## config.mk

```make
export PLATFORM = sky130hd
export DESIGN_NAME = packed_pixel_rle_expander
export DESIGN_NICKNAME = d
export VERILOG_FILES = /design/src/design/ppre_pkg.sv /design/src/design/ppre_div.sv /design/src/design/ppre_dp.sv /design/src/design/ppre_ctrl.sv /design/src/design/packed_pixel_rle_expander.sv
export SDC_FILE = /design/constraint.sdc
export NUM_CORES = 1
export LEC_CHECK = 0
export BUFFER_PORTS_ARGS = -buffer_cell sky130_fd_sc_hd__buf_2
export CORE_ASPECT_RATIO = 0.8
export CORE_MARGIN = 5
export CORE_UTILIZATION = 30
export CTS_CLUSTER_SIZE = 12
export DETAILED_ROUTE_END_ITERATION = 8
export PLACE_DENSITY = 0.47
export SLEW_MARGIN = 0
export SYNTH_ARGS = -nofsm -noshare
export SYNTH_HDL_FRONTEND = slang
export SYNTH_SLANG_ARGS = --single-unit
```

## constraint.sdc

```tcl
create_clock -name clk_i -period 6.4 [get_ports clk_i]
set_input_delay 0 -clock clk_i [delete_from_list [all_inputs] [get_ports clk_i]]
set_output_delay 0 -clock clk_i [all_outputs]
set_load 0.03 [all_outputs]
```

## src/design/ppre_pkg.sv

```systemverilog
// Package for the packed pixel run-length expander.
// Widths, register indexes, reset values, state codes and the
// controller/datapath command and status structs. No dependencies.
`timescale 1ns / 1ps
package ppre_pkg;

  localparam int unsigned WORD_W  = 16;
  localparam int unsigned SHIFT_W = 4;
  localparam int unsigned CHAN_W  = 8;
  localparam int unsigned CNT_W   = 15;
  localparam int unsigned IDX_W   = 3;
  localparam int unsigned CFG_W   = 8;

  localparam int unsigned DIV_STEPS = 8;
  localparam int unsigned STEP_W    = 3;

  localparam int unsigned IN_TDATA_W  = 16;
  localparam int unsigned OUT_TDATA_W = 40;

  localparam logic [IDX_W-1:0] CFG_RUN_MODE    = 3'd0;
  localparam logic [IDX_W-1:0] CFG_RED_SHIFT   = 3'd1;
  localparam logic [IDX_W-1:0] CFG_GREEN_SHIFT = 3'd2;
  localparam logic [IDX_W-1:0] CFG_BLUE_SHIFT  = 3'd3;
  localparam logic [IDX_W-1:0] CFG_RED_MAX     = 3'd4;
  localparam logic [IDX_W-1:0] CFG_GREEN_MAX   = 3'd5;
  localparam logic [IDX_W-1:0] CFG_BLUE_MAX    = 3'd6;

  localparam logic               RST_RUN_MODE    = 1'b1;
  localparam logic [SHIFT_W-1:0] RST_RED_SHIFT   = 4'd11;
  localparam logic [SHIFT_W-1:0] RST_GREEN_SHIFT = 4'd5;
  localparam logic [SHIFT_W-1:0] RST_BLUE_SHIFT  = 4'd0;
  localparam logic [CHAN_W-1:0]  RST_RED_MAX     = 8'd31;
  localparam logic [CHAN_W-1:0]  RST_GREEN_MAX   = 8'd63;
  localparam logic [CHAN_W-1:0]  RST_BLUE_MAX    = 8'd31;

  localparam logic [CNT_W-1:0] LITERAL_COUNT = 15'd1;

  typedef enum logic [2:0] {
    S_IDLE = 3'b001,
    S_DIV  = 3'b010,
    S_LOAD = 3'b100
  } state_e;

  typedef struct packed {
    logic start;
    logic step;
    logic ld_hdr;
    logic clr_hdr;
    logic load_out;
  } cmd_t;

  typedef struct packed {
    logic run_mode;
    logic hdr_seen;
    logic out_full;
  } sts_t;

endpackage

```

## src/design/ppre_div.sv

```systemverilog
// One channel: field extraction, scale by 255 and restoring divide by max.
// Depends on ppre_pkg.
`timescale 1ns / 1ps
module ppre_div (
  input  logic                          clk_i,
  input  logic                          start_i,
  input  logic                          step_i,
  input  logic [ppre_pkg::WORD_W-1:0]   word_i,
  input  logic [ppre_pkg::SHIFT_W-1:0]  shift_i,
  input  logic [ppre_pkg::CHAN_W-1:0]   max_i,
  output logic [ppre_pkg::CHAN_W-1:0]   quot_o
);

  logic [ppre_pkg::WORD_W-1:0] shifted;
  logic [ppre_pkg::CHAN_W-1:0] field;
  logic [ppre_pkg::WORD_W-1:0] prod;
  logic [ppre_pkg::CHAN_W:0]   trial;
  logic [ppre_pkg::CHAN_W:0]   diff;
  logic                        ge;

  logic [ppre_pkg::CHAN_W-1:0] rem_q, rem_d;
  logic [ppre_pkg::CHAN_W-1:0] quo_q, quo_d;
  logic                        zero_q, zero_d;

  assign shifted = word_i >> shift_i;
  assign field   = shifted[ppre_pkg::CHAN_W-1:0] & max_i;
  // field * 255; high byte is below max, so the quotient fits 8 bits
  assign prod    = {field, 8'd0} - {8'd0, field};

  assign trial = {rem_q, quo_q[ppre_pkg::CHAN_W-1]};
  assign diff  = trial - {1'b0, max_i};
  assign ge    = (trial >= {1'b0, max_i});

  always_comb begin
    rem_d  = rem_q;
    quo_d  = quo_q;
    zero_d = zero_q;
    if (start_i) begin
      rem_d  = prod[ppre_pkg::WORD_W-1:ppre_pkg::CHAN_W];
      quo_d  = prod[ppre_pkg::CHAN_W-1:0];
      zero_d = (max_i == '0);
    end else if (step_i) begin
      rem_d = ge ? diff[ppre_pkg::CHAN_W-1:0] : trial[ppre_pkg::CHAN_W-1:0];
      quo_d = {quo_q[ppre_pkg::CHAN_W-2:0], ge};
    end
  end

  always_ff @(posedge clk_i) begin
    rem_q  <= rem_d;
    quo_q  <= quo_d;
    zero_q <= zero_d;
  end

  assign quot_o = zero_q ? '0 : quo_q;

endmodule

```

## src/design/ppre_dp.sv

```systemverilog
// Datapath: config registers, header state, three channel dividers and
// the output register. Depends on ppre_pkg and ppre_div.
`timescale 1ns / 1ps
module ppre_dp (
  input  logic                                clk_i,
  input  logic                                rst_ni,
  input  logic                                cfg_we_i,
  input  logic [ppre_pkg::IDX_W-1:0]          cfg_idx_i,
  input  logic [ppre_pkg::CFG_W-1:0]          cfg_data_i,
  input  logic [ppre_pkg::WORD_W-1:0]         word_i,
  input  logic                                last_i,
  input  ppre_pkg::cmd_t                      cmd_i,
  output ppre_pkg::sts_t                      sts_o,
  input  logic                                out_ready_i,
  output logic                                out_valid_o,
  output logic [ppre_pkg::OUT_TDATA_W-1:0]    out_data_o,
  output logic                                out_last_o
);

  logic                         run_mode_q;
  logic [ppre_pkg::SHIFT_W-1:0] red_shift_q, green_shift_q, blue_shift_q;
  logic [ppre_pkg::CHAN_W-1:0]  red_max_q, green_max_q, blue_max_q;

  logic                         hdr_seen_q, hdr_seen_d;
  logic [ppre_pkg::CNT_W-1:0]   pend_q, pend_d;
  logic [ppre_pkg::CNT_W-1:0]   count_q;
  logic                         last_q;

  logic [ppre_pkg::CHAN_W-1:0]  red, green, blue;

  logic                         out_valid_q, out_valid_d;
  logic [ppre_pkg::OUT_TDATA_W-1:0] out_data_q;
  logic                         out_last_q;

  always_ff @(posedge clk_i or negedge rst_ni) begin
    if (!rst_ni) begin
      run_mode_q    <= ppre_pkg::RST_RUN_MODE;
      red_shift_q   <= ppre_pkg::RST_RED_SHIFT;
      green_shift_q <= ppre_pkg::RST_GREEN_SHIFT;
      blue_shift_q  <= ppre_pkg::RST_BLUE_SHIFT;
      red_max_q     <= ppre_pkg::RST_RED_MAX;
      green_max_q   <= ppre_pkg::RST_GREEN_MAX;
      blue_max_q    <= ppre_pkg::RST_BLUE_MAX;
    end else if (cfg_we_i) begin
      unique case (cfg_idx_i)
        ppre_pkg::CFG_RUN_MODE:    run_mode_q    <= cfg_data_i[0];
        ppre_pkg::CFG_RED_SHIFT:   red_shift_q   <= cfg_data_i[ppre_pkg::SHIFT_W-1:0];
        ppre_pkg::CFG_GREEN_SHIFT: green_shift_q <= cfg_data_i[ppre_pkg::SHIFT_W-1:0];
        ppre_pkg::CFG_BLUE_SHIFT:  blue_shift_q  <= cfg_data_i[ppre_pkg::SHIFT_W-1:0];
        ppre_pkg::CFG_RED_MAX:     red_max_q     <= cfg_data_i;
        ppre_pkg::CFG_GREEN_MAX:   green_max_q   <= cfg_data_i;
        ppre_pkg::CFG_BLUE_MAX:    blue_max_q    <= cfg_data_i;
        default: ;
      endcase
    end
  end

  always_comb begin
    hdr_seen_d = hdr_seen_q;
    pend_d     = pend_q;
    if (cmd_i.ld_hdr) begin
      hdr_seen_d = 1'b1;
      pend_d     = word_i[ppre_pkg::CNT_W-1:0];
    end else if (cmd_i.clr_hdr) begin
      hdr_seen_d = 1'b0;
      pend_d     = '0;
    end
  end

  always_ff @(posedge clk_i or negedge rst_ni) begin
    if (!rst_ni) begin
      hdr_seen_q <= 1'b0;
      pend_q     <= '0;
    end else begin
      hdr_seen_q <= hdr_seen_d;
      pend_q     <= pend_d;
    end
  end

  always_ff @(posedge clk_i) begin
    if (cmd_i.start) begin
      count_q <= (run_mode_q && hdr_seen_q) ? pend_q : ppre_pkg::LITERAL_COUNT;
      last_q  <= last_i;
    end
  end

  ppre_div u_div_red (
    .clk_i  (clk_i),
    .start_i(cmd_i.start),
    .step_i (cmd_i.step),
    .word_i (word_i),
    .shift_i(red_shift_q),
    .max_i  (red_max_q),
    .quot_o (red)
  );

  ppre_div u_div_green (
    .clk_i  (clk_i),
    .start_i(cmd_i.start),
    .step_i (cmd_i.step),
    .word_i (word_i),
    .shift_i(green_shift_q),
    .max_i  (green_max_q),
    .quot_o (green)
  );

  ppre_div u_div_blue (
    .clk_i  (clk_i),
    .start_i(cmd_i.start),
    .step_i (cmd_i.step),
    .word_i (word_i),
    .shift_i(blue_shift_q),
    .max_i  (blue_max_q),
    .quot_o (blue)
  );

  always_comb begin
    out_valid_d = out_valid_q;
    if (cmd_i.load_out) begin
      out_valid_d = 1'b1;
    end else if (out_ready_i) begin
      out_valid_d = 1'b0;
    end
  end

  always_ff @(posedge clk_i or negedge rst_ni) begin
    if (!rst_ni) begin
      out_valid_q <= 1'b0;
    end else begin
      out_valid_q <= out_valid_d;
    end
  end

  always_ff @(posedge clk_i) begin
    if (cmd_i.load_out) begin
      out_data_q <= {1'b0, count_q, blue, green, red};
      out_last_q <= last_q;
    end
  end

  assign sts_o.run_mode = run_mode_q;
  assign sts_o.hdr_seen = hdr_seen_q;
  assign sts_o.out_full = out_valid_q;

  assign out_valid_o = out_valid_q;
  assign out_data_o  = out_data_q;
  assign out_last_o  = out_last_q;

endmodule

```

## src/design/ppre_ctrl.sv

```systemverilog
// Controller: word decode, divide step sequencing and output hand-off.
// Depends on ppre_pkg.
`timescale 1ns / 1ps
module ppre_ctrl (
  input  logic           clk_i,
  input  logic           rst_ni,
  input  logic           in_valid_i,
  output logic           in_ready_o,
  input  logic           hdr_flag_i,
  input  logic           last_i,
  input  logic           out_ready_i,
  input  ppre_pkg::sts_t sts_i,
  output ppre_pkg::cmd_t cmd_o
);

  ppre_pkg::state_e            state_q, state_d;
  logic [ppre_pkg::STEP_W-1:0] cnt_q, cnt_d;
  logic                        accept;

  assign in_ready_o = (state_q == ppre_pkg::S_IDLE);
  assign accept     = in_valid_i && in_ready_o;

  always_comb begin
    state_d = state_q;
    cnt_d   = cnt_q;
    cmd_o   = '0;
    unique case (state_q)
      ppre_pkg::S_IDLE: begin
        if (accept) begin
          if (!sts_i.run_mode || sts_i.hdr_seen) begin
            cmd_o.start   = 1'b1;
            cmd_o.clr_hdr = 1'b1;
          end else if (hdr_flag_i) begin
            // header: no pixel; a final header clears the run state
            cmd_o.ld_hdr  = !last_i;
            cmd_o.clr_hdr = last_i;
          end else begin
            cmd_o.start = 1'b1;
          end
          if (cmd_o.start) begin
            state_d = ppre_pkg::S_DIV;
            cnt_d   = '0;
          end
        end
      end
      ppre_pkg::S_DIV: begin
        cmd_o.step = 1'b1;
        cnt_d      = cnt_q + 1'b1;
        if (cnt_q == ppre_pkg::STEP_W'(ppre_pkg::DIV_STEPS - 1)) begin
          state_d = ppre_pkg::S_LOAD;
        end
      end
      ppre_pkg::S_LOAD: begin
        if (!sts_i.out_full || out_ready_i) begin
          cmd_o.load_out = 1'b1;
          state_d        = ppre_pkg::S_IDLE;
        end
      end
      default: state_d = ppre_pkg::S_IDLE;
    endcase
  end

  always_ff @(posedge clk_i or negedge rst_ni) begin
    if (!rst_ni) begin
      state_q <= ppre_pkg::S_IDLE;
      cnt_q   <= '0;
    end else begin
      state_q <= state_d;
      cnt_q   <= cnt_d;
    end
  end

endmodule

```

## src/design/packed_pixel_rle_expander.sv

```systemverilog
// Packed pixel run-length expander, top level. Depends on ppre_pkg, ppre_ctrl, ppre_dp.
// Steps: a taken pixel word is loaded into the dividers, runs 8 restoring divide
// steps, then waits in S_LOAD until the output register is free. The input stays
// not ready until then; a header word is taken without starting the dividers.
// The output register lets the next word enter while a result waits.
// Reset (async, active low) restores register defaults and clears run state.
`timescale 1ns / 1ps
module packed_pixel_rle_expander (
  input  logic                                clk_i,
  input  logic                                rst_ni,
  input  logic                                cfg_we_i,
  input  logic [ppre_pkg::IDX_W-1:0]          cfg_idx_i,
  input  logic [ppre_pkg::CFG_W-1:0]          cfg_data_i,
  input  logic                                s_axis_tvalid,
  output logic                                s_axis_tready,
  input  logic [ppre_pkg::IN_TDATA_W-1:0]     s_axis_tdata,  // [15:0] image_word
  input  logic                                s_axis_tlast,  // final_word
  output logic                                m_axis_tvalid,
  input  logic                                m_axis_tready,
  // [7:0] red, [15:8] green, [23:16] blue, [38:24] repeat_count, [39] zero
  output logic [ppre_pkg::OUT_TDATA_W-1:0]    m_axis_tdata,
  output logic                                m_axis_tlast   // image_end
);

  ppre_pkg::cmd_t cmd;
  ppre_pkg::sts_t sts;

  ppre_ctrl u_ctrl (
    .clk_i      (clk_i),
    .rst_ni     (rst_ni),
    .in_valid_i (s_axis_tvalid),
    .in_ready_o (s_axis_tready),
    .hdr_flag_i (s_axis_tdata[ppre_pkg::WORD_W-1]),
    .last_i     (s_axis_tlast),
    .out_ready_i(m_axis_tready),
    .sts_i      (sts),
    .cmd_o      (cmd)
  );

  ppre_dp u_dp (
    .clk_i      (clk_i),
    .rst_ni     (rst_ni),
    .cfg_we_i   (cfg_we_i),
    .cfg_idx_i  (cfg_idx_i),
    .cfg_data_i (cfg_data_i),
    .word_i     (s_axis_tdata[ppre_pkg::WORD_W-1:0]),
    .last_i     (s_axis_tlast),
    .cmd_i      (cmd),
    .sts_o      (sts),
    .out_ready_i(m_axis_tready),
    .out_valid_o(m_axis_tvalid),
    .out_data_o (m_axis_tdata),
    .out_last_o (m_axis_tlast)
  );

endmodule
```

==> summary.md, run 1 <==
| Metric | Value |
|---|---|
| Vias in the first global route | 7594 |
| Gate Count Post-Synth | 925 |
| Top-count cell post-synth | edfxtp_1 |
| EDFF count, synth | 107 |
| Num Clock Sinks | 167 |
| Synth async-reset ratio | 35.9% |
| Hold_buf cts | 24 |
| Library cells used by synthesis | 89 |
| Critical Path RT | 6.58 ns |
| Endpoints failing setup | 0 |
| Final wirelength | 29.8 mm |
| Outcome | complete, no violations |
| Peak supply drop | 0.185 mV |
| Cell taking the most area after synthesis | edfxtp_1 |
| Most frequent cells after synthesis | 107 x edfxtp_1, 78 x nand2_1, 61 x nor2_1 |
| Max clock buf depth | 2 |
| Top Usage Layer GRT | met1 |
| P_leak | 4.62 nW |
| Slew Limit Fails | 0 |
| Initial antenna violation count | 1 |
| Area post-placement | 11200 um^2 |
| Largest net degree at the start of global routing | 61 |
| CP Launch Type | register |
| Setup TNS | 0 ns |
| Endpoints failing hold | 0 |
| Hold path depth | 5 |
| CTS root buffer | clkbuf_16 |
| Skew final | 0.0123 ns |
| # fillers | 3367 |
| Switching pwr | 0.00213 W |
| R2R setup slack | 2.95 ns |
| Clock Power Share | 19.7% |
| Port Buffer Count | 74 |
| Hold Path Origin | cfg_we_i |
| CORE AREA | 33900 um^2 |
| Met1 usage | 23.1% |
| CTS clk-pin slew, worst paths | 0.07 ns |
| Final Cell Area | 12000 um^2 |
| Sequential power share | 35.3% |
| Max Freq | 290 MHz |
| Post-CTS Setup Repair Bufs | 0 |
| Post-CTS Resized | 0 |
| Top_reg_cell synth | edfxtp_1 |
| DPL Wire Length | 21.0 mm |
| Crit path kind | register to register |
| Post-Syn Nets | 993 |
| DR WL/cell | 20.2 um |
| Pwr Total | 0.00533 W |
| Area Growth Syn to Fin | 15.7% |
| WHS Endpoint | u_dp.green_shift_q[2] |
| Nets | 1067 |
| DR vias | 7735 |
| Routing usage on met2 | 22.4% |
| Total track usage | 15.5% |
| Drt first pass iters | 5 |
| Remaining antenna violation count after routing | 0 |
| Yosys warns | 0 |
| Reg-to-Reg End | u_dp.u_div_green.rem_q[4] |
| I/O Pins | 76 |
| Cell Pwr Density | 445 nW/um^2 |
| Share of layout cells above drive strength 1 | 22.8% |
| First-pass GRT wire length | 45.7 mm |
| Max-Cap Viols | 0 |
| Met3 Track Usage GR | 4.10% |
| Die footprint | 38300 um^2 |
| R2r worst-path depth | 9 |
| Hold Slack | 0.0233 ns |
| Final GP Congestion | 0.866 |
| Num rows | 60 |
| Comb power frac | 45.0% |
| Crit path DAT | 3.63 ns |
| DRC Markers | 0 |
| Worst Hold Class | primary input to register |
| Synth Register Bits | 167 |
| Worst-margin pin slew | 1.18 ns |
| Pint | 0.00319 W |
| H-tree depth | 4 |
| RSZ-0062 raised after global routing | false |
| Synthesized cell area | 10400 um^2 |
| Avg Cell Area, Syn | 11.2 um^2 |
| Slew HR | 20.3% |
| Tmin final | 3.45 ns |
| CP Capture Type | register |
| Worst-path fanout max | 25 |
| Die Width | 218 um |
| Total gr overflow | 0 |
| Worst-skew pair later-pin latency | 0.45 ns |
| CTS tree | yes |
| Post-synthesis sequential area ratio | 45.8% |
| TritonCTS Buffers | 17 |
| DR iter-0 viols | 621 |
| Final period util | 53.9% |
| Layout Utilization | 35.4% |
| Crit Reg-Reg Startpoint | u_dp.green_shift_q[1] |
| Die Span Y | 176 um |
| Synth area leaders | edfxtp_1 31%, dfrtp_1 8.9%, mux4_2 7.6% |
| Initial Util | 30.6% |
| Switching Share | 40.0% |
| Synth top area share | 31.0% |
| Vias per inst | 5.23 |
-- cell type report --
class                   count  area [um^2]  share of cell area [%]
diodes                      1         2.50                  0.0209
clock buffers              18          429                    3.58
clock inverters            14          150                    1.25
inverters                  48          180                    1.50
multi-input cells         656         5200                    43.4
flip-flops and latches    167         4740                    39.6
well taps                 465          582                    4.86
repair buffers            109          693                    5.79
-- per-stage QoR --
step           setup WS (ns)  instances
5_1_grt                 2.73       1478
3_3_place_gp            3.02       1421
2_1_floorplan           2.74        925
4_1_cts                 2.97       1477
6_report                2.95       1478
3_5_place_dp            2.97       1421
-- flip-flops by register name (all words and copies together), names as in the netlist, 3 cells and up --
name	cells
u_dp.count_q	15
u_dp.blue_max_q	8
u_dp.u_div_red.quo_q	8
u_dp.u_div_blue.quo_q	8
u_dp.blue_shift_q	4
u_ctrl.cnt_q	3
u_dp.u_div_green.quo_q	8
u_dp.green_shift_q	4
u_dp.red_shift_q	4
u_ctrl.state_q	3
u_dp.u_div_blue.rem_q	8
u_dp.green_max_q	8
u_dp.u_div_red.rem_q	8
u_dp.pend_q	15
u_dp.u_div_green.rem_q	8
u_dp.red_max_q	8
u_dp.out_data_o	39
-- placed cells by master (no fill, tap or decap), types with 6 or more instances in the layout --
master	Yosys	routed
o31a_1	6	6
mux2i_1	33	33
dfrtp_1	37	37
o31ai_1	8	8
inv_6	0	7
a31oi_1	7	7
nor3_1	8	8
nor2b_1	37	37
mux2_2	33	33
ha_1	32	32
nand2_1	78	77
a22o_1	16	16
a21o_1	6	6
inv_1	45	45
nand2b_1	7	7
xnor2_1	16	16
nor3b_1	6	6
buf_4	3	11
nand4_1	23	23
mux4_2	35	35
a211oi_1	12	12
a21oi_1	27	27
and3_1	17	17
buf_2	14	74
nand3_1	17	16
dfstp_2	23	23
o211ai_1	7	7
o21a_1	10	10
o21ai_1	8	8
dlygate4sd3_1	0	24
nor2_1	61	60
edfxtp_1	107	107
o21ai_0	48	48
clkbuf_16	0	17
-- how the worst max path moves through the flow --
| stage | start | end | slack (ns) |
|---|---|---|---|
| after floorplan | u_ctrl.state_q[0] | u_dp.u_div_blue.quo_q[0] | 2.74 |
| after CTS | u_dp.green_shift_q[1] | u_dp.u_div_green.rem_q[4] | 2.97 |
| after detailed placement | u_dp.green_shift_q[1] | u_dp.u_div_green.rem_q[4] | 2.97 |
| after global placement | u_dp.green_shift_q[1] | u_dp.u_div_green.rem_q[4] | 3.02 |
| final | u_dp.green_shift_q[1] | u_dp.u_div_green.rem_q[4] | 2.95 |
| after global routing | u_dp.green_shift_q[1] | u_dp.u_div_green.rem_q[4] | 2.73 |
-- worst max-delay path: stages (launching register included) --
cell      delay, ns
dfrtp_1        0.99
mux4_2         0.41
mux2_2         0.30
a31oi_2        0.36
ha_1           0.31
inv_1          0.06
a221o_1        0.31
o211ai_1       0.20
xor2_1         0.16
a21oi_1        0.08
-- logic make-up (layout without fill, tap and decap cells) --
| logic type | count (synthesis) | count (layout) | synth area share, % |
|---|---|---|---|
| AOI/OAI and AO/OA | 210 | 210 | 14.6 |
| xor gates and xnor gates | 21 | 21 | 1.78 |
| adders and majority gates | 35 | 35 | 4.45 |
| buffers and inverters | 102 | 189 | 4.16 |
| DFF | 167 | 167 | 45.8 |
| muxes | 102 | 102 | 14.6 |
| other | 1 | 2 | 0.0362 |
| and+or+nand+nor | 287 | 287 | 14.5 |
-- layer usage --
metal / share of wire, % / routed length [um]
met4: 1.4 / 408
met5: 0 / 0
met2: 42 / 12600
met3: 6.3 / 1890
met1: 50 / 14900
-- power by group through the flow --
stage | Sequential [W] | Combinational, W | Clock [W]
after detailed placement | 0.00190 | 0.00237 | 0
after global placement | 0.00190 | 0.00236 | 0
after global routing | 0.00192 | 0.00266 | 0.00112
final | 0.00188 | 0.00240 | 0.00105
after CTS | 0.00188 | 0.00239 | 0.00108
after floorplan | 0.00174 | 0.00192 | 0
Note: power is estimated with default switching activity, not from simulation.
==> run 2: changes to the inputs <==
--- a/config.mk
+++ b/config.mk
@@ -11,7 +11,7 @@
 export CORE_UTILIZATION = 30
 export CTS_CLUSTER_SIZE = 12
 export DETAILED_ROUTE_END_ITERATION = 8
-export PLACE_DENSITY = 0.47
+export PLACE_DENSITY = 0.49
 export SLEW_MARGIN = 0
 export SYNTH_ARGS = -nofsm -noshare
 export SYNTH_HDL_FRONTEND = slang
==> constraint.sdc (replaced) <==
create_clock -name clk_i -period 3.1 [get_ports clk_i]
set_input_delay 0 -clock clk_i [delete_from_list [all_inputs] [get_ports clk_i]]
set_output_delay 0 -clock clk_i [all_outputs]
set_load 0.03 [all_outputs]
==> run 2 against run 1 <==
Sequential share of layout area fell by 0.95 points. Die area did not move. Critical path type unchanged. Combinational power rose by 130%. Count of clock-buffer cells in the layout fell by 1. Non-clock buffer count rose by 31. Design area rose by 2.6%.
==> summary.md, run 2 (synthesis gave the netlist of run 1 again) <==
| Metric | Value |
|---|---|
| Switching Share | 39.7% (was 40.0%) |
| Worst-path cell chain | buf_4, mux4_2, mux4_2, a221o_1, o211ai_1, xor2_1, a21oi_1 (was mux4_2, mux2_2, a31oi_2, ha_1, inv_1, a221o_1, o211ai_1, xor2_1, a21oi_1) |
| Endpoints failing hold | 0 (unchanged) |
| Worst Hold Class | primary input to register (unchanged) |
| Peak supply drop | 0.416 mV (was 0.185 mV) |
| Inserted Diodes | 0 (was 1) |
| DPL Wire Length | 21.8 mm (was 21.0 mm) |
| Hold Slack | 0.0205 ns (was 0.0233 ns) |
| Endpoints failing setup | 0 (unchanged) |
| Max clock buf depth | 2 (unchanged) |
| Die Span Y | 176 um (unchanged) |
| Die footprint | 38300 um^2 (unchanged) |
| Most frequent cells in the layout | 107 x edfxtp_1, 77 x nand2_1, 74 x buf_2, 60 x nor2_1, 48 x o21ai_0 (unchanged) |
| Final Cell Area | 12300 um^2 (was 12000 um^2) |
| First-pass GRT wire length | 46.5 mm (was 45.7 mm) |
| CP Capture Type | register (unchanged) |
| Crit path kind | register to register (unchanged) |
| RSZ-0062 raised after global routing | false (unchanged) |
| Tmin final | 2.98 ns (was 3.45 ns) |
| Area occupied by multi-input gates | 5220 um^2 (was 5200 um^2) |
| Num Clock Sinks | 167 (unchanged) |
| Max Freq | 336 MHz (was 290 MHz) |
| Final wirelength | 30.0 mm (was 29.8 mm) |
| Most common cell after layout, fill and taps aside | edfxtp_1 (unchanged) |
| CTS tree | yes (unchanged) |
| Total track usage | 15.8% (was 15.5%) |
| Vias per inst | 5.24 (was 5.23) |
| TritonCTS Buffers | 17 (unchanged) |
| Slowest cell on crit path | dfstp_2 (was dfrtp_1) |
| DR iter-0 viols | 682 (was 621) |
| DR vias | 7908 (was 7735) |
| Cell Count Post-Placement | 1458 (was 1421) |
| Slew HR | 36.7% (was 20.3%) |
| Drt first pass iters | 5 (unchanged) |
| Number of flip-flops under the largest register name | 39 (unchanged) |
| Final GP Congestion | 0.883 (was 0.866) |
| CP Launch Type | register (unchanged) |
| Remaining antenna violation count after routing | 0 (unchanged) |
| Final period util | 96.0% (was 53.9%) |
| WP buf/inv | 1 (unchanged) |
| DR WL/cell | 19.9 um (was 20.2 um) |
| Skew final | 0.00930 ns (was 0.0123 ns) |
| Final Non-Filler Cells | 1508 (was 1478) |
| Setup TNS | 0 ns (unchanged) |
| Vias in the first global route | 7676 (was 7594) |
| Total gr overflow | 0 (unchanged) |
| Area post-placement | 11500 um^2 (was 11200 um^2) |
| Slew Limit Fails | 0 (unchanged) |
| Area Growth Syn to Fin | 18.7% (was 15.7%) |
| Crit path DAT | 3.17 ns (was 3.63 ns) |
| I/O Pins | 76 (unchanged) |
| Outcome | complete, no violations (unchanged) |
| Comb power frac | 47.6% (was 45.0%) |
| H-tree depth | 4 (unchanged) |
| Switching pwr | 0.00451 W (was 0.00213 W) |
| CTS clk-pin slew, worst paths | 0.07 ns (about the same) |
| Sequential power share | 33.2% (was 35.3%) |
| Worst-margin pin slew | 0.947 ns (was 1.18 ns) |
| Largest net degree at the start of global routing | 67 (was 61) |
| Critical path's top delay family | multiplexers (was flip-flops) |
| Max-Cap Viols | 0 (unchanged) |
| # fillers | 3376 (was 3367) |
| Worst-path fanout max | 8 (was 25) |
| Crit path top cell by count | mux4_2 |
| Worst-skew pair later-pin latency | 0.45 ns (about the same) |
| CORE AREA | 33900 um^2 (unchanged) |
| Pint | 0.00687 W (was 0.00319 W) |
| P_leak | 4.79 nW (was 4.62 nW) |
| Num rows | 60 (unchanged) |
| Cell Pwr Density | 926 nW/um^2 (was 445 nW/um^2) |
| DRC Markers | 0 (unchanged) |
| Critical Path RT | 3.30 ns (was 6.58 ns) |
| Initial Util | 30.6% (unchanged) |
| Clock Power Share | 19.1% (was 19.7%) |
| Initial antenna violation count | 0 (was 1) |
| Storage cell area | 4750 um^2 (was 4740 um^2) |
| Post-CTS Setup Repair Bufs | 0 (unchanged) |
| Die Width | 218 um (unchanged) |
| Nets | 1098 (was 1067) |
| Max stage delay on crit path | 0.60 ns (was 0.99 ns) |
| Port Buffer Count | 74 (unchanged) |
| CTS root buffer | clkbuf_16 (unchanged) |
| Share of layout cells above drive strength 1 | 26.2% (was 22.8%) |
[run 2: changes by cell type in the layout (fill, tap and decap cells not counted), moves of 2 or more]
cell and change:
buf_12 +5, buf_4 +32, clkinv_1 +2, clkinvlp_4 +2
dfrtp_1 -2, dfrtp_2 +2, dlygate4sd3_1 -6, inv_6 -4
inv_8 +2
[run 2: power groups by stage]
| stage | clock [W] | sequential (W) | combinational (W) |
|---|---|---|---|
| floorplan | 0 | 0.00359 | 0.00397 |
| global placement | 0 | 0.00382 | 0.00532 |
| detailed placement | 0 | 0.00382 | 0.00535 |
| CTS | 0.00223 | 0.00378 | 0.00540 |
| global route | 0.00233 | 0.00386 | 0.00597 |
| finish | 0.00218 | 0.00378 | 0.00542 |
[run 2: path summary, 6_finish.rpt]
check	slack [ns]	start	cells past startpoint	to
min	0.02	s_axis_tdata[7]	2	u_dp.pend_q[7]
max	0.12	u_dp.green_shift_q[0]	7	u_dp.u_div_green.rem_q[4]
max in group asynchronous	2.23	rst_ni	3	u_dp.blue_shift_q[0]
max reg2reg	0.12	u_dp.green_shift_q[0]	7	u_dp.u_div_green.rem_q[4]
min in group asynchronous	0.25	rst_ni	3	u_dp.red_max_q[6]
min reg2reg	0.42	u_dp.count_q[10]	0	u_dp.out_data_o[34]
[run 2: final cells by class]
| type | instances | share of cell area (%) |
|---|---|---|
| multi-input combinational | 656 | 42.5 |
| timing repair buffer | 140 | 7.92 |
| clock buffer | 17 | 3.46 |
| inverter | 48 | 1.47 |
| clock inverter | 15 | 1.30 |
| tap | 465 | 4.73 |
| sequential | 167 | 38.6 |
[run 2: layer usage]
metal | track usage [%] | up-vias | part of all wire, %
li1 | - | 3712 | -
met1 | 24.2 | 3941 | 50
met2 | 22.2 | 229 | 42
met3 | 3.74 | 26 | 6.3
met4 | 3.90 | 0 | 1.2
met5 | 0 | - | 0
[run 2: stage by stage]
step	setup WS, ns	total power [W]	utilization, %
detailed placement	0.118	0.00917	34.0
finish	0.125	0.0114	36.3
global route	0.00609	0.0122	36.3
CTS	0.0966	0.0114	36.2
global placement	0.0895	0.00914	34.0
floorplan	0.0257	0.00756	-
[run 2: repair_timing]
| action | CTS | global route |
|---|---|---|
| resized for setup | 0 | 6 |
| endpoints found under the hold margin | 84 | 0 |
| hold buffers | 18 | 0 |
| setup endpoints to repair | 0 | 9 |
==> run 3: changes to the inputs <==
--- a/config.mk
+++ b/config.mk
@@ -11,7 +11,7 @@
 export CORE_UTILIZATION = 30
 export CTS_CLUSTER_SIZE = 12
 export DETAILED_ROUTE_END_ITERATION = 8
-export PLACE_DENSITY = 0.49
+export PLACE_DENSITY_LB_ADDON = 0.05
 export SLEW_MARGIN = 0
 export SYNTH_ARGS = -nofsm -noshare
 export SYNTH_HDL_FRONTEND = slang
==> run 3 against run 2 <==
Worst setup slack improved by 0.041 ns. Non-clock buffer count rose by 18. First-iteration DRC count fell by 9.1%. Register-to-register slack improved by 0.04 ns. Design area rose by 1.5%. Clock skew rose by 0.0031 ns. Critical path type unchanged. Largest cell class unchanged.
==> summary.md, run 3 (synthesis gave the netlist of run 1 again) <==
| Metric | Value |
|---|---|
| DRC Markers | 0 (unchanged) |
| Max-Cap Viols | 0 (unchanged) |
| Routed wl met2 | 13.3 mm (was 12.7 mm) |
| Endpoints failing hold | 0 (unchanged) |
| M1 WL | 16.6 mm (was 15.1 mm) |
| Vias per inst | 5.15 (was 5.24) |
| Share of layout cells above drive strength 1 | 27.3% (was 26.2%) |
| Max clock buf depth | 2 (unchanged) |
| Largest net degree at the start of global routing | 49 (was 67) |
| CTS root buffer | clkbuf_16 (unchanged) |
| DR WL/cell | 20.6 um (was 19.9 um) |
| Num Clock Sinks | 167 (unchanged) |
| Die Span Y | 176 um (unchanged) |
| Final Cell Area | 12500 um^2 (was 12300 um^2) |
| P_leak | 4.89 nW (was 4.79 nW) |
| Max Freq | 341 MHz (was 336 MHz) |
| Hold Path Origin | cfg_idx_i[2] (was s_axis_tdata[7]) |
| Total track usage | 16.6% (was 15.8%) |
| R2R setup slack | 0.17 ns (was 0.12 ns) |
| Crit path DAT | 3.15 ns (was 3.17 ns) |
| Clock Power Share | 19.3% (was 19.1%) |
| Critical path depth | 7 (unchanged) |
| Top Metal Used | met5 (was met4) |
| DR iter-0 viols | 620 (was 682) |
| Tmin final | 2.93 ns (was 2.98 ns) |
| Critical path's top delay family | multiplexers (unchanged) |
| Switching Share | 39.7% (about the same) |
| Hold path depth | 3 (was 2) |
| Slowest cell on crit path | dfstp_4 (was dfstp_2) |
| Port Buffer Count | 74 (unchanged) |
| Reg-to-Reg End | u_dp.u_div_red.rem_q[4] (was u_dp.u_div_green.rem_q[4]) |
| Vias in the first global route | 7796 (was 7676) |
| Worst-margin pin slew | 0.966 ns (was 0.947 ns) |
| Final GP Congestion | 0.836 (was 0.883) |
| Switching pwr | 0.00458 W (was 0.00451 W) |
| Pwr Total | 0.0115 W (was 0.0114 W) |
| Worst-path cell chain | mux4_2, mux4_2, nand2_1, and2_4, nand4_1, nor4b_1, a311o_1 (was buf_4, mux4_2, mux4_2, a221o_1, o211ai_1, xor2_1, a21oi_1) |
| Slew Limit Fails | 0 (unchanged) |
| CP Launch Type | register (unchanged) |
| RSZ-0062 raised after global routing | true (was false) |
| CORE AREA | 33900 um^2 (unchanged) |
| Final worst slack | 0.166 ns (was 0.125 ns) |
| Worst Hold Class | primary input to register (unchanged) |
| Comb power frac | 48.0% (was 47.6%) |
| Initial Util | 30.6% (unchanged) |
| Crit path kind | register to register (unchanged) |
| Post-Place Setup Slack | 0.0564 ns (was 0.118 ns) |
| Crit Reg-Reg Startpoint | u_dp.red_shift_q[1] (was u_dp.green_shift_q[0]) |
| I/O Pins | 76 (unchanged) |
| Die footprint | 38300 um^2 (unchanged) |
| Crit path top cell by count | mux4_2 (unchanged) |
| Nets | 1116 (was 1098) |
| Area post-placement | 11600 um^2 (was 11500 um^2) |
| WHS Endpoint | u_dp.green_shift_q[2] (was u_dp.pend_q[7]) |
| Number of flip-flops under the largest register name | 39 (unchanged) |
| H-tree depth | 4 (unchanged) |
| Cell Pwr Density | 924 nW/um^2 (was 926 nW/um^2) |
| Initial antenna violation count | 2 (was 0) |
| Max stage delay on crit path | 0.73 ns (was 0.60 ns) |
| Most frequent cells in the layout | 107 x edfxtp_1, 77 x nand2_1, 74 x buf_2, 60 x nor2_1, 57 x buf_4 (was 107 x edfxtp_1, 77 x nand2_1, 74 x buf_2, 60 x nor2_1, 48 x o21ai_0) |
| Setup TNS | 0 ns (unchanged) |
| WP buf/inv | 0 (was 1) |
| TritonCTS Buffers | 17 (unchanged) |
| Drt first pass iters | 7 (was 5) |
| Die Width | 218 um (unchanged) |
| Total gr overflow | 0 (unchanged) |
| Final period util | 94.6% (was 96.0%) |
| R2r worst-path depth | 7 (unchanged) |
| CTS clk-pin slew, worst paths | 0.08 ns (was 0.07 ns) |
| WL met3 | 1.33 mm (was 1.90 mm) |
| Remaining antenna violation count after routing | 0 (unchanged) |
| Endpoints failing setup | 0 (unchanged) |
| Worst-path fanout max | 15 (was 8) |
| Most common cell after layout, fill and taps aside | edfxtp_1 (unchanged) |
| Slew HR | 35.5% (was 36.7%) |
| Pint | 0.00695 W (was 0.00687 W) |
| Num rows | 60 (unchanged) |
| Peak supply drop | 0.399 mV (was 0.416 mV) |
| Area Growth Syn to Fin | 20.5% (was 18.7%) |
| DPL Wire Length | 23.2 mm (was 21.8 mm) |
| DR vias | 7862 (was 7908) |
| Critical Path RT | 3.31 ns (was 3.30 ns) |
| CTS tree | yes (unchanged) |
| Final wirelength | 31.5 mm (was 30.0 mm) |
| Worst-skew pair later-pin latency | 0.45 ns (about the same) |
| Inserted Diodes | 0 (unchanged) |
| First-pass GRT wire length | 48.6 mm (was 46.5 mm) |
| CP Capture Type | register (unchanged) |
| Outcome | complete, no violations (unchanged) |
| Skew final | 0.0124 ns (was 0.00930 ns) |
| Sequential power share | 32.7% (was 33.2%) |
run 3: how the worst max path moves through the flow:
stage,from,end
3_3_place_gp,u_dp.green_shift_q[0],u_dp.u_div_green.rem_q[4]
2_1_floorplan,u_dp.green_shift_q[0],u_dp.u_div_green.rem_q[4]
4_1_cts,u_dp.green_shift_q[0],u_dp.u_div_green.rem_q[4]
5_1_grt,u_dp.red_max_q[1],u_dp.u_div_red.rem_q[1]
6_report,u_dp.red_shift_q[1],u_dp.u_div_red.rem_q[4]
3_5_place_dp,u_dp.red_shift_q[1],u_dp.u_div_red.rem_q[4]
run 3: per-layer routing:
metal | track usage (%) | up-vias
li1 | - | 3754
met1 | 25.9 | 3907
met2 | 23.7 | 178
met3 | 3.03 | 21
met4 | 3.87 | 2
met5 | 0 | -
run 3: repair_timing:
| action | in CTS | in global routing |
|---|---|---|
| endpoints found under the setup margin | 0 | 16 |
| gates resized for setup | 0 | 10 |
| hold endpoints to repair | 56 | 0 |
| setup buffers | 0 | 0 |
| hold buffers | 23 | 0 |
run 3: worst register-to-register path: cells and delay by family, from the launching register on:
kind	cells	cell delay [ns]
mux	2	1.02
simple gates	4	0.62
flops	1	0.73
compound gates	1	0.32
run 3: final cells by class:
cell class                 count  area [um^2]
sequential                   167         4750
inverter                      48          180
tap                          465          582
clock inverter                15          181
multi-input combinational    656         5250
fill                        3356        21400
clock buffer                  17          425
timing repair buffer         158         1110
run 3: per-stage QoR:
| stage | hold WS (ns) | utilization (%) | instances |
|---|---|---|---|
| floorplan | -0.296 | - | 925 |
| global placement | 0.151 | 34.2 | 1471 |
| detailed placement | 0.165 | 34.2 | 1471 |
| CTS | 0.00141 | 36.7 | 1526 |
| global route | 0.0194 | 36.9 | 1526 |
| finish | 0.0313 | 36.9 | 1526 |
run 3: power by group through the flow:
stage,Combinational [W],Sequential [W],Clock [W]
after floorplan,0.00397,0.00359,0
after global placement,0.00549,0.00382,0
after detailed placement,0.00546,0.00382,0
after CTS,0.00551,0.00378,0.00230
after global routing,0.00619,0.00387,0.00238
final,0.00553,0.00377,0.00223
